===== config.mk =====
export PLATFORM = sky130hd
export DESIGN_NAME = packed_list_add_delete_search_unit_flat
export DESIGN_NICKNAME = d
export VERILOG_FILES = /design/src/hdl/plads_pkg.sv /design/src/hdl/plads_in_if.sv /design/src/hdl/plads_out_if.sv /design/src/hdl/plads_ram.sv /design/src/hdl/plads_ctrl.sv /design/src/hdl/plads_dp.sv /design/src/hdl/packed_list_add_delete_search_unit.sv /design/src/flat_wrapper.sv
export SDC_FILE = /design/constraint.sdc
export NUM_CORES = 2
export LEC_CHECK = 0
export BUFFER_PORTS_ARGS = -buffer_cell sky130_fd_sc_hd__buf_2
export CAP_MARGIN = 10
export CORE_MARGIN = 4
export CORE_UTILIZATION = 40
export DETAILED_ROUTE_END_ITERATION = 10
export GPL_TIMING_DRIVEN = 0
export SLEW_MARGIN = 20
export SYNTH_ARGS = -nofsm -noshare
export SYNTH_HDL_FRONTEND = slang
export SYNTH_HIERARCHICAL = 1
export SYNTH_SLANG_ARGS = --single-unit

===== constraint.sdc =====
create_clock -name clk -period 11.05 [get_ports clk]
set_clock_uncertainty 0.1 [all_clocks]
set_input_delay 2.21 -clock clk [delete_from_list [all_inputs] [get_ports clk]]
set_output_delay 2.21 -clock clk [all_outputs]
set_load 0.02 [all_outputs]

===== src/hdl/plads_pkg.sv =====
`timescale 1ns / 1ps
// ----------------------------------------------------------------------------
// plads_pkg
// Shared types and constants for the packed list add/delete/search unit.
// ----------------------------------------------------------------------------
package plads_pkg;

  localparam int VAL_W = 48;
  localparam int POS_W = 6;
  localparam int CNT_W = 7;
  localparam int REQ_W = 2;
  localparam int ST_W  = 3;

  typedef enum logic [REQ_W-1:0] {
    REQ_APPEND = 2'd0,
    REQ_DELETE = 2'd1,
    REQ_SEARCH = 2'd2,
    REQ_DUMP   = 2'd3
  } req_t;

  typedef enum logic [ST_W-1:0] {
    ST_ADDED     = 3'd0,
    ST_FULL      = 3'd1,
    ST_DELETED   = 3'd2,
    ST_FOUND     = 3'd3,
    ST_NOT_FOUND = 3'd4,
    ST_EMPTY     = 3'd5,
    ST_DUMP      = 3'd6
  } status_t;

  typedef enum logic [2:0] {
    S_IDLE,
    S_SCAN,
    S_SHIFT,
    S_DUMP_RD,
    S_DUMP_OUT,
    S_RESP
  } state_t;

  // controller -> datapath
  typedef struct packed {
    logic    take_req;   // latch key, restart walk
    logic    scan;       // issue next read of the walk
    logic    hit_jump;   // record match, aim walk past it
    logic    shift_wr;   // write previous read one place down
    logic    dump_rd;    // read entry at walk index
    logic    out_load;   // load output register
    status_t out_status;
  } cmd_t;

  // datapath -> controller
  typedef struct packed {
    logic cnt_zero;
    logic full;
    logic more;       // walk index below count
    logic pvld;       // read data in flight
    logic hit;
    logic dump_last;
    logic out_free;
  } sts_t;

endpackage


===== src/hdl/plads_in_if.sv =====
`timescale 1ns / 1ps
// ----------------------------------------------------------------------------
// plads_in_if
// Request channel: request type and key, valid/ready handshake.
// ----------------------------------------------------------------------------
interface plads_in_if;
  logic                         valid;
  logic                         ready;
  logic [plads_pkg::REQ_W-1:0]  req_type;
  logic [plads_pkg::VAL_W-1:0]  key_value;

  modport source (output valid, output req_type, output key_value, input ready);
  modport sink   (input valid, input req_type, input key_value, output ready);
endinterface


===== src/hdl/plads_out_if.sv =====
`timescale 1ns / 1ps
// ----------------------------------------------------------------------------
// plads_out_if
// Result channel: status, entry, position, count and last marker.
// ----------------------------------------------------------------------------
interface plads_out_if;
  logic                         valid;
  logic                         ready;
  logic [plads_pkg::ST_W-1:0]   status;
  logic [plads_pkg::VAL_W-1:0]  entry_value;
  logic [plads_pkg::POS_W-1:0]  position;
  logic [plads_pkg::CNT_W-1:0]  entry_count;
  logic                         last;

  modport source (output valid, output status, output entry_value, output position,
                  output entry_count, output last, input ready);
  modport sink   (input valid, input status, input entry_value, input position,
                  input entry_count, input last, output ready);
endinterface


===== src/hdl/plads_ram.sv =====
`timescale 1ns / 1ps
// ----------------------------------------------------------------------------
// plads_ram
// Generic single-write, single-read RAM with registered, enabled read.
// ----------------------------------------------------------------------------
module plads_ram #(
  parameter int WIDTH = 48,
  parameter int DEPTH = 64
) (
  input  logic                     clk,
  input  logic                     we,
  input  logic [$clog2(DEPTH)-1:0] waddr,
  input  logic [WIDTH-1:0]         wdata,
  input  logic                     re,
  input  logic [$clog2(DEPTH)-1:0] raddr,
  output logic [WIDTH-1:0]         rdata
);

  logic [WIDTH-1:0] mem [DEPTH];
  logic [WIDTH-1:0] rdata_r;

  always_ff @(posedge clk) begin
    if (we) begin
      mem[waddr] <= wdata;
    end
    if (re) begin
      rdata_r <= mem[raddr];
    end
  end

  assign rdata = rdata_r;

endmodule


===== src/hdl/plads_ctrl.sv =====
`timescale 1ns / 1ps
// ----------------------------------------------------------------------------
// plads_ctrl
// Request sequencer: accepts a request, steps the datapath through the
// walk, shift or dump, and loads each result word.
// ----------------------------------------------------------------------------
module plads_ctrl (
  input  logic                        clk,
  input  logic                        rst_n,
  input  logic                        in_valid,
  input  logic [plads_pkg::REQ_W-1:0] in_req_type,
  output logic                        in_ready,
  input  plads_pkg::sts_t             sts,
  output plads_pkg::cmd_t             cmd
);

  plads_pkg::state_t  state_r, state_nxt;
  plads_pkg::status_t rsp_r, rsp_nxt;
  logic               del_r, del_nxt;

  always_ff @(posedge clk) begin
    if (!rst_n) begin
      state_r <= plads_pkg::S_IDLE;
    end else begin
      state_r <= state_nxt;
    end
    rsp_r <= rsp_nxt;
    del_r <= del_nxt;
  end

  always_comb begin
    state_nxt      = state_r;
    rsp_nxt        = rsp_r;
    del_nxt        = del_r;
    in_ready       = 1'b0;
    cmd            = '0;
    cmd.out_status = plads_pkg::ST_ADDED;
    unique case (state_r)
      plads_pkg::S_IDLE: begin
        in_ready = 1'b1;
        if (in_valid) begin
          cmd.take_req = 1'b1;
          unique case (plads_pkg::req_t'(in_req_type))
            plads_pkg::REQ_APPEND: begin
              rsp_nxt   = sts.full ? plads_pkg::ST_FULL : plads_pkg::ST_ADDED;
              state_nxt = plads_pkg::S_RESP;
            end
            plads_pkg::REQ_DELETE: begin
              del_nxt   = 1'b1;
              state_nxt = plads_pkg::S_SCAN;
            end
            plads_pkg::REQ_SEARCH: begin
              del_nxt   = 1'b0;
              state_nxt = plads_pkg::S_SCAN;
            end
            plads_pkg::REQ_DUMP: begin
              if (sts.cnt_zero) begin
                rsp_nxt   = plads_pkg::ST_EMPTY;
                state_nxt = plads_pkg::S_RESP;
              end else begin
                state_nxt = plads_pkg::S_DUMP_RD;
              end
            end
            default: ;
          endcase
        end
      end
      plads_pkg::S_SCAN: begin
        if (sts.hit) begin
          cmd.hit_jump = 1'b1;
          if (del_r) begin
            state_nxt = plads_pkg::S_SHIFT;
          end else begin
            rsp_nxt   = plads_pkg::ST_FOUND;
            state_nxt = plads_pkg::S_RESP;
          end
        end else if (!sts.more && !sts.pvld) begin
          rsp_nxt   = plads_pkg::ST_NOT_FOUND;
          state_nxt = plads_pkg::S_RESP;
        end else begin
          cmd.scan = 1'b1;
        end
      end
      plads_pkg::S_SHIFT: begin
        cmd.scan     = 1'b1;
        cmd.shift_wr = 1'b1;
        if (!sts.more && !sts.pvld) begin
          rsp_nxt   = plads_pkg::ST_DELETED;
          state_nxt = plads_pkg::S_RESP;
        end
      end
      plads_pkg::S_DUMP_RD: begin
        cmd.dump_rd = 1'b1;
        state_nxt   = plads_pkg::S_DUMP_OUT;
      end
      plads_pkg::S_DUMP_OUT: begin
        if (sts.out_free) begin
          cmd.out_load   = 1'b1;
          cmd.out_status = plads_pkg::ST_DUMP;
          state_nxt      = sts.dump_last ? plads_pkg::S_IDLE : plads_pkg::S_DUMP_RD;
        end
      end
      plads_pkg::S_RESP: begin
        if (sts.out_free) begin
          cmd.out_load   = 1'b1;
          cmd.out_status = rsp_r;
          state_nxt      = plads_pkg::S_IDLE;
        end
      end
      default: state_nxt = plads_pkg::S_IDLE;
    endcase
  end

endmodule


===== src/hdl/plads_dp.sv =====
`timescale 1ns / 1ps
// ----------------------------------------------------------------------------
// plads_dp
// Datapath: key list RAM, count, walk index with one-deep read pipeline,
// key compare and the output register.
// ----------------------------------------------------------------------------
module plads_dp #(
  parameter int DEPTH     = 64,
  parameter int KEY_WIDTH = 48
) (
  input  logic                        clk,
  input  logic                        rst_n,
  input  plads_pkg::cmd_t             cmd,
  output plads_pkg::sts_t             sts,
  input  logic [plads_pkg::VAL_W-1:0] in_key,
  plads_out_if.source                 out_ch
);

  localparam int KW = (KEY_WIDTH < plads_pkg::VAL_W) ? KEY_WIDTH : plads_pkg::VAL_W;
  localparam int AW = $clog2(DEPTH);
  localparam int CW = $clog2(DEPTH + 1);

  logic [KW-1:0] key_r, key_nxt;
  logic [CW-1:0] cnt_r, cnt_nxt;
  logic [CW-1:0] idx_r, idx_nxt;
  logic [AW-1:0] pidx_r, pidx_nxt;
  logic          pvld_r, pvld_nxt;
  logic [AW-1:0] pos_r, pos_nxt;

  plads_pkg::status_t          ost_r, ost_nxt;
  logic [plads_pkg::VAL_W-1:0] oval_r, oval_nxt;
  logic [plads_pkg::POS_W-1:0] opos_r, opos_nxt;
  logic [plads_pkg::CNT_W-1:0] ocnt_r, ocnt_nxt;
  logic                        olast_r, olast_nxt;
  logic                        ov_r, ov_nxt;

  logic          ram_we, ram_re;
  logic [AW-1:0] ram_waddr, ram_raddr;
  logic [KW-1:0] ram_wdata, ram_rdata;

  logic more, dump_last, out_free;

  plads_ram #(.WIDTH(KW), .DEPTH(DEPTH)) u_ram (
    .clk   (clk),
    .we    (ram_we),
    .waddr (ram_waddr),
    .wdata (ram_wdata),
    .re    (ram_re),
    .raddr (ram_raddr),
    .rdata (ram_rdata)
  );

  assign more      = idx_r < cnt_r;
  assign dump_last = (idx_r + CW'(1)) == cnt_r;
  assign out_free  = !ov_r || out_ch.ready;

  assign sts.cnt_zero  = cnt_r == '0;
  assign sts.full      = cnt_r == CW'(DEPTH);
  assign sts.more      = more;
  assign sts.pvld      = pvld_r;
  assign sts.hit       = pvld_r && (ram_rdata == key_r);
  assign sts.dump_last = dump_last;
  assign sts.out_free  = out_free;

  always_comb begin
    key_nxt   = key_r;
    cnt_nxt   = cnt_r;
    idx_nxt   = idx_r;
    pidx_nxt  = pidx_r;
    pvld_nxt  = pvld_r;
    pos_nxt   = pos_r;
    ost_nxt   = ost_r;
    oval_nxt  = oval_r;
    opos_nxt  = opos_r;
    ocnt_nxt  = ocnt_r;
    olast_nxt = olast_r;
    ov_nxt    = ov_r;

    ram_re    = (cmd.scan && more) || cmd.dump_rd;
    ram_raddr = idx_r[AW-1:0];
    ram_we    = cmd.shift_wr && pvld_r;
    ram_waddr = pidx_r - AW'(1);
    ram_wdata = ram_rdata;

    if (cmd.take_req) begin
      key_nxt  = in_key[KW-1:0];
      idx_nxt  = '0;
      pvld_nxt = 1'b0;
    end

    if (cmd.scan) begin
      if (more) begin
        idx_nxt  = idx_r + CW'(1);
        pidx_nxt = idx_r[AW-1:0];
        pvld_nxt = 1'b1;
      end else begin
        pvld_nxt = 1'b0;
      end
    end

    if (cmd.hit_jump) begin
      pos_nxt  = pidx_r;
      idx_nxt  = CW'(pidx_r) + CW'(1);
      pvld_nxt = 1'b0;
    end

    if (out_ch.ready) begin
      ov_nxt = 1'b0;
    end

    if (cmd.out_load) begin
      ov_nxt    = 1'b1;
      ost_nxt   = cmd.out_status;
      oval_nxt  = '0;
      opos_nxt  = '0;
      olast_nxt = 1'b1;
      unique case (cmd.out_status)
        plads_pkg::ST_ADDED: begin
          opos_nxt  = plads_pkg::POS_W'(cnt_r[AW-1:0]);
          cnt_nxt   = cnt_r + CW'(1);
          ram_we    = 1'b1;
          ram_waddr = cnt_r[AW-1:0];
          ram_wdata = key_r;
        end
        plads_pkg::ST_DELETED: begin
          opos_nxt = plads_pkg::POS_W'(pos_r);
          cnt_nxt  = cnt_r - CW'(1);
        end
        plads_pkg::ST_FOUND: begin
          opos_nxt = plads_pkg::POS_W'(pos_r);
        end
        plads_pkg::ST_DUMP: begin
          oval_nxt  = plads_pkg::VAL_W'(ram_rdata);
          opos_nxt  = plads_pkg::POS_W'(idx_r[AW-1:0]);
          olast_nxt = dump_last;
          idx_nxt   = idx_r + CW'(1);
        end
        default: ;
      endcase
      ocnt_nxt = plads_pkg::CNT_W'(cnt_nxt);
    end
  end

  always_ff @(posedge clk) begin
    if (!rst_n) begin
      cnt_r  <= '0;
      pvld_r <= 1'b0;
      ov_r   <= 1'b0;
    end else begin
      cnt_r  <= cnt_nxt;
      pvld_r <= pvld_nxt;
      ov_r   <= ov_nxt;
    end
    key_r   <= key_nxt;
    idx_r   <= idx_nxt;
    pidx_r  <= pidx_nxt;
    pos_r   <= pos_nxt;
    ost_r   <= ost_nxt;
    oval_r  <= oval_nxt;
    opos_r  <= opos_nxt;
    ocnt_r  <= ocnt_nxt;
    olast_r <= olast_nxt;
  end

  assign out_ch.valid       = ov_r;
  assign out_ch.status      = ost_r;
  assign out_ch.entry_value = oval_r;
  assign out_ch.position    = opos_r;
  assign out_ch.entry_count = ocnt_r;
  assign out_ch.last        = olast_r;

endmodule


===== src/hdl/packed_list_add_delete_search_unit.sv =====
`timescale 1ns / 1ps
// ----------------------------------------------------------------------------
// packed_list_add_delete_search_unit
// Packed key list with append, delete, search and dump requests.
//
// in_ch carries one request word (req_type, key_value); out_ch returns
// result words (status, entry_value, position, entry_count, last). Keys are
// masked to KEY_WIDTH bits. Every request gives one word with last set,
// except a dump of a non-empty list, which gives one word per entry in
// order with last on the final one.
// One request is worked at a time; in_ch.ready is high only while idle.
// Append and empty dump load their result word directly; search walks
// the list to the match; delete walks to the match, then shifts the tail
// down one entry per cycle; dump reads each entry and then loads its
// word, one entry at a time. This pace is set by the single read port
// of the key RAM and its registered read.
// The output register frees the sequencer once the final word is loaded,
// so a new request is taken while that word still waits; a stalled
// receiver holds the pending word and pauses the sequencer otherwise.
// Reset (rst_n low, synchronous) empties the list and drops any pending
// word; no clearing pass over the RAM is needed.
// ----------------------------------------------------------------------------
module packed_list_add_delete_search_unit #(
  parameter int DEPTH     = 64,
  parameter int KEY_WIDTH = 48
) (
  input  logic       clk,
  input  logic       rst_n,
  plads_in_if.sink   in_ch,
  plads_out_if.source out_ch
);

  plads_pkg::cmd_t cmd;
  plads_pkg::sts_t sts;
  logic            in_ready;

  plads_ctrl u_ctrl (
    .clk         (clk),
    .rst_n       (rst_n),
    .in_valid    (in_ch.valid),
    .in_req_type (in_ch.req_type),
    .in_ready    (in_ready),
    .sts         (sts),
    .cmd         (cmd)
  );

  plads_dp #(.DEPTH(DEPTH), .KEY_WIDTH(KEY_WIDTH)) u_dp (
    .clk    (clk),
    .rst_n  (rst_n),
    .cmd    (cmd),
    .sts    (sts),
    .in_key (in_ch.key_value),
    .out_ch (out_ch)
  );

  assign in_ch.ready = in_ready;

  a_not_last_is_dump: assert property (@(posedge clk) disable iff (!rst_n)
    out_ch.valid && !out_ch.last |-> out_ch.status == plads_pkg::ST_DUMP)
    else $error("non-final word outside a dump");

  a_count_bound: assert property (@(posedge clk) disable iff (!rst_n)
    out_ch.valid |-> out_ch.entry_count <= plads_pkg::CNT_W'(DEPTH))
    else $error("entry count above depth");

  a_busy_after_accept: assert property (@(posedge clk) disable iff (!rst_n)
    in_ch.valid && in_ch.ready |=> !in_ch.ready)
    else $error("request taken while busy");

  a_single_load_src: assert property (@(posedge clk) disable iff (!rst_n)
    cmd.out_load |-> sts.out_free && !cmd.take_req)
    else $error("output load without free slot");

endmodule


===== src/flat_wrapper.sv =====
// flat-port wrapper written by rule: the top's interface ports become plain ports
module packed_list_add_delete_search_unit_flat 
#(
  parameter int DEPTH     = 64,
  parameter int KEY_WIDTH = 48
)
  (clk, rst_n, in_ch_valid, in_ch_req_type, in_ch_key_value, in_ch_ready, out_ch_valid, out_ch_status, out_ch_entry_value, out_ch_position, out_ch_entry_count, out_ch_last, out_ch_ready);
  plads_in_if in_ch_i ();
  plads_out_if out_ch_i ();
  input  logic clk;
  input  logic rst_n;
  input wire logic [$bits(in_ch_i.valid)-1:0] in_ch_valid;
  input wire logic [$bits(in_ch_i.req_type)-1:0] in_ch_req_type;
  input wire logic [$bits(in_ch_i.key_value)-1:0] in_ch_key_value;
  output wire logic [$bits(in_ch_i.ready)-1:0] in_ch_ready;
  output wire logic [$bits(out_ch_i.valid)-1:0] out_ch_valid;
  output wire logic [$bits(out_ch_i.status)-1:0] out_ch_status;
  output wire logic [$bits(out_ch_i.entry_value)-1:0] out_ch_entry_value;
  output wire logic [$bits(out_ch_i.position)-1:0] out_ch_position;
  output wire logic [$bits(out_ch_i.entry_count)-1:0] out_ch_entry_count;
  output wire logic [$bits(out_ch_i.last)-1:0] out_ch_last;
  input wire logic [$bits(out_ch_i.ready)-1:0] out_ch_ready;
  assign in_ch_i.valid = in_ch_valid;
  assign in_ch_i.req_type = in_ch_req_type;
  assign in_ch_i.key_value = in_ch_key_value;
  assign in_ch_ready = in_ch_i.ready;
  assign out_ch_valid = out_ch_i.valid;
  assign out_ch_status = out_ch_i.status;
  assign out_ch_entry_value = out_ch_i.entry_value;
  assign out_ch_position = out_ch_i.position;
  assign out_ch_entry_count = out_ch_i.entry_count;
  assign out_ch_last = out_ch_i.last;
  assign out_ch_i.ready = out_ch_ready;
  packed_list_add_delete_search_unit #(.DEPTH(DEPTH), .KEY_WIDTH(KEY_WIDTH)) u_core (.clk(clk), .rst_n(rst_n), .in_ch(in_ch_i), .out_ch(out_ch_i));
endmodule

* Word-level counts from Yosys, hierarchy flattened
Memory sizes are Yosys's and may differ from the RTL's. A register that Yosys moved wholly into a read port is not among the register bits. Index checks and enable logic that the tools add are counted.
Word-level totals: memories kept 1, flip-flop bits (word level) 148, RAM bits 3072, logic and storage cells 123
Memories:
- u_core.u_dp.u_ram.mem | depth 64, width 48, rd ports 1, clocked after Yosys merged registers in 1, wr ports 1, RTL line plads_ram.sv:19 | logic [WIDTH-1:0] mem [DEPTH];
Operators by class: add/subtract/negate cells 5, mux-type cells 54, equality and inequality tests 22, bitwise operators 1, reduce and logical (&&, ||, !) cells 24, $lt $le $gt $ge 1
Operators with widths (number):
- 2-to-1 mux 48 bit | 2
- equality test 48 bit | 1
- 2-to-1 mux 7 bit | 6
- 2-to-1 mux 3 bit | 13
- 2-to-1 mux 1 bit | 19
- one-hot mux 3 bit (3 select lines) | 2
- one-hot mux 3 bit (6 select lines) | 1
- one-hot mux 6 bit (3 select lines) | 1
- adder 7 x 1 -> 7 bit, second input constant | 2
- one-hot mux 7 bit (2 select lines) | 1
- equality test 3 x 2 -> 1 bit, second input constant | 4
- 2-to-1 mux 6 bit | 2
- equality test 3 bit, second input constant | 3
- 2-to-1 mux 4 bit | 2
- inequality test 2 bit, second input constant | 4
- one-hot mux 4 bit (2 select lines) | 1
- adder 6 x 1 -> 7 bit, second input constant | 1
- equality test 7 bit | 1
- equality test 7 bit, second input constant | 1
- logical NOT 7 bit | 1
- less-than comparator 7 bit | 1
- AND reduction 7 bit | 1
- subtractor 7 x 1 -> 7 bit, second input constant | 1
- logical NOT 3 bit | 2
- other kinds (20) | 34

* Logic depth before layout (Yosys ltp)
depth after elaboration 10, depth in mapped cells 17, gate-level depth less buffers 15

* Cells and area by module
The synthesis kept the hierarchy.
By module, submodules not included:
- plads_ram | instances 1, cells each 4970, area an instance 117597.8 um^2, sequential area each 93689.9 um^2
- plads_dp | instances 1, cells each 664, area an instance 7023.0 um^2, sequential area each 4073.9 um^2
- plads_ctrl | instances 1, cells each 76, area an instance 581.8 um^2, sequential area each 180.2 um^2

* Worst setup path before layout
OpenSTA, ideal clock, no wires.
path kind in2reg, start input port out_ch_ready, end memory u_core.u_dp.u_ram.mem[48][0], enable pin, data required time 10.437 ns, cell stages on the path 12, library setup time 0.513 ns, arrival 10.349 ns, path buffers 3, path slack 0.088 ns, path through nand2b_1 > buf_4 > nand2_1 > nor2_1 > and3_1 > nor3_1 > nand2_1 > clkbuf_1 > buf_2 > a21oi_1 > nand4b_1 > nor3_1
RTL lines:
- start: declaration | RTL line flat_wrapper.sv:22 | input wire logic [$bits(out_ch_i.ready)-1:0] out_ch_ready;
- end: declaration | RTL line plads_ram.sv:19

==> metrics.md <==
| Metric | Value |
|---|---|
| Nets@finish | `6,466` |
| DRC | `0` |
| Count leader, synth | `edfxtp_1` |
| Post-CTS sizing | `0` |
| Routed len/inst | `35.2 um` |
| Number of global-route vias before repair | `64,700` |
| Max VDD drop | `0.178 mV` |
| Routed vias | `66,000` |
| Mapped Cells | `5,710` |
| Slew of the pin with the lowest slew margin | `1.27 ns` |
| Synthesized-area fraction occupied by adder cells | `0.138%` |
| Relative slew slack | `15.3%` |
| Hpwl dp | `258,000 um` |
| Simple-gate portion of the synthesized area | `2.22%` |
| Register-to-Register Path Depth | `14` |
| Largest family of logic cells by synthesized area | `multiplexers` |
| Synth-to-layout area growth | `17.8%` |
| Buffers added on ports | `120` |
| Number of synthesized register bits | `3,268` |
| Pre-Repair DR Iteration Count | `7` |
| Sw frac | `28.9%` |
| Fill cell count | `25,200` |
| Reg area | `97,900 um2` |
| Initial Utilization | `40.2%` |
| Synthesized Nets | `5,777` |
| Fin cells | `10,800` |
| Tcrit/Tclk final | `72.1%` |
| Ys async rst share | `0%` |
| Vias per inst | `6.12` |
| Die H | `567 um` |
| Multi-input gate area in the final layout | `26,300 um2` |
| Crit path DAT | `8.41 ns` |
| Number of top-level pins | `121` |
| Post-synth EDFFs | `3,249` |
| Synthesized cell area | `125,000 um2` |
| Antenna Nets Post-Route | `0` |
| Final Worst Setup Slack | `3.09 ns` |
| Endpoints failing setup | `0` |
| Syn_area_per_cell | `21.9 um2` |
| Ranking of synthesized cells by area | `edfxtp_1 (78%), mux4_2 (14%), nand2_1 (0.72%)` |
| Req. time, crit path | `11.50 ns` |
| Worst hold path depth | `0` |
| Combinational fraction of design power | `20.0%` |
| Clock-pin slew on the worst setup and hold paths | `0.06 ns` |
| CP startpoint kind | `input pin` |
| Crit-path max FO | `27` |
| Clock power frac | `31.8%` |
| DRT iter0 DRCs | `10,200` |
| Cell Rows | `205` |
| Pleak | `45.6 nW` |
| CTS root buf | `clkbuf_16` |
| Share of layout cells above drive strength 1 | `28.6%` |
| Synth Flop Type | `edfxtp_1` |
| Fin crit period | `7.96 ns` |
| Post-CTS Setup Repair Bufs | `0` |
| Clk buf depth | `4` |
| Hold_buf cts | `0` |
| Placer Congestion | `0.876` |
| Sequential power share | `48.1%` |
| Yosys cell types | `65` |
| Compound-Gate Fraction of Synth Area | `3.28%` |
| Die area | `322,000 um2` |
| Grt ovf | `0` |
| Clk Latency, worst-skew pair | `0.90 ns` |
| Fmax | `126 MHz` |
| Cts bufs inserted | `330` |
| Dpl ws | `2.37 ns` |
| Pin count of the biggest net entering global routing | `65` |
| Total Neg Setup Slack | `0 ns` |
| Setup crit end kind | `flop` |
| Unrepaired setup endpoints after global routing | `no` |
| Placed Cells | `10,200` |
| WHS | `0.348 ns` |
| CTS tree | `built` |
| WS Path Type | `in -> reg` |
| Cell Pwr Density | `231 nW/um2` |
| All-layer global routing usage | `23.2%` |
| Multiplexer area fraction after synthesis | `14.2%` |
| Status | `complete, no violations` |
| Synth Area in XOR/XNOR | `0.490%` |
| Yosys warns | `6` |
| Final Hold Vio Count | `0` |
| Htree depth | `5` |
| Post-synth top area share | `77.9%` |
| Post-synth top area cell | `edfxtp_1` |
| Core area | `312,000 um2` |
| Hold Crit Class | `reg -> reg` |
| First-pass GRT wire length | `524,000 um` |
| Finished Core Util | `47.3%` |
| Die X | `567 um` |
| Cell-internal power | `24.2 mW` |
| Max-cap viol count | `0` |
| Max Slew Vio Count | `0` |
| Psw | `9.82 mW` |
| CTS sink cnt | `3,268` |
| Sequential-to-total area share from yosys stat | `78.2%` |
| Top cells by count, synth | `edfxtp_1 (3,249), mux4_2 (754), nand2_1 (239)` |
| Initial antenna violation count | `15` |
| Post-Route WL | `380,000 um` |
-- area by class of cell --
class,instances,area share (%)
Buffer,325,1.16
Clock inverter,168,1.05
Clock buffer,411,5.91
Inverter,21,0.0535
Tap cell,4140,3.51
Sequential cell,3268,66.4
Multi-Input combinational cell,2096,17.8
Antenna cell,7,0.0119
Timing Repair Buffer,357,4.05
-- flip-flops by register name, indices dropped and copies added (netlist names), 3 cells and up --
signal                          cells
u_core/u_dp/pos_r                   6
u_core/u_dp/pidx_r                  6
u_core/u_dp/idx_r                   7
u_core/u_dp/out_ch.position         6
u_core/u_ctrl/state_r               3
u_core/u_dp/out_ch.entry_value     48
u_core/u_dp/out_ch.entry_count      7
u_core/u_dp/cnt_r                   7
u_core/u_dp/u_ram/mem            3072
u_core/u_dp/out_ch.status           3
u_core/u_ctrl/rsp_r                 3
u_core/u_dp/key_r                  48
u_core/u_dp/u_ram/rdata            48
-- final timing paths --
path	slack, ns	startpoint	end
worst min-delay path	0.35	u_core/u_dp/pidx_r[3]	u_core/u_dp/pos_r[3]
worst max-delay path	3.09	out_ch_ready	u_core/u_dp/u_ram/mem[47][26]
worst min register to register	0.35	u_core/u_dp/pidx_r[3]	u_core/u_dp/pos_r[3]
worst max register to register	4.13	u_core/u_ctrl/state_r[1]	u_core/u_dp/u_ram/mem[47][26]
-- metal layers --
metal  vias up  wire, um  global-route usage (%)
met4        12     19600                    10.2
met5         -        91                       0
met2      4187    176000                    35.9
li1      25500         -                       -
met3       761     41000                    5.20
met1     35500    144000                    31.8
-- logic make-up (layout without fill, tap and decap cells) --
logic type / Yosys count / in the layout
flops: 3268 / 3268
mux: 835 / 835
simple gates: 603 / 603
compound gates: 574 / 574
buf+inv: 346 / 1282
xor+xnor: 70 / 70
fa+ha+maj: 14 / 14
other cells: 0 / 7
-- placed cells by master, fill, tap and decap left out, types with 24 or more instances in the layout --
master / instances
o221ai_1: 29
clkbuf_1: 181
and2_1: 58
a211oi_1: 34
clkbuf_16: 337
o22ai_1: 125
buf_2: 231
clkinv_1: 70
a221oi_1: 83
nand2_1: 191
xor2_1: 54
nor2_1: 93
nor2b_1: 28
buf_16: 113
nor2_4: 63
buf_4: 81
a22o_1: 63
mux2i_1: 69
edfxtp_1: 3249
nand3_1: 24
nand2_4: 34
buf_12: 105
o21ai_0: 27
mux4_2: 754
a21oi_1: 95
clkinv_2: 55
a22oi_1: 72
bufinv_16: 28
-- worst max-delay path: stages --
cell,delay (ns)
buf_2,0.09
nand2b_1,0.15
buf_4,0.16
nand2_1,0.15
nor2_4,0.17
and3_1,0.33
nor3_1,0.91
nand2_1,0.58
clkbuf_1,0.34
buf_2,0.32
a21oi_1,0.20
clkbuf_1,0.44
nand4_1,0.85
nor2_4,0.94
buf_12,0.28
buf_12,0.22
-- per-stage QoR --
stage | area [um2] | power (mW)
after global placement | 131000 | 22.9
after global routing | 147000 | 35.0
after floorplan | 125000 | 20.0
after detailed placement | 137000 | 23.4
final | 147000 | 34.0
after CTS | 147000 | 34.1
-- power by group through the flow --
| stage | Combinational (mW) | Clock, mW | Sequential, mW |
|---|---|---|---|
| after floorplan | 3.29 | 0 | 16.7 |
| after global placement | 5.87 | 0 | 17.0 |
| after detailed placement | 6.79 | 0 | 16.6 |
| after CTS | 6.79 | 11.0 | 16.4 |
| after global routing | 7.15 | 11.5 | 16.4 |
| final | 6.81 | 10.8 | 16.4 |
No activity file was read; power rests on OpenSTA's default activity.
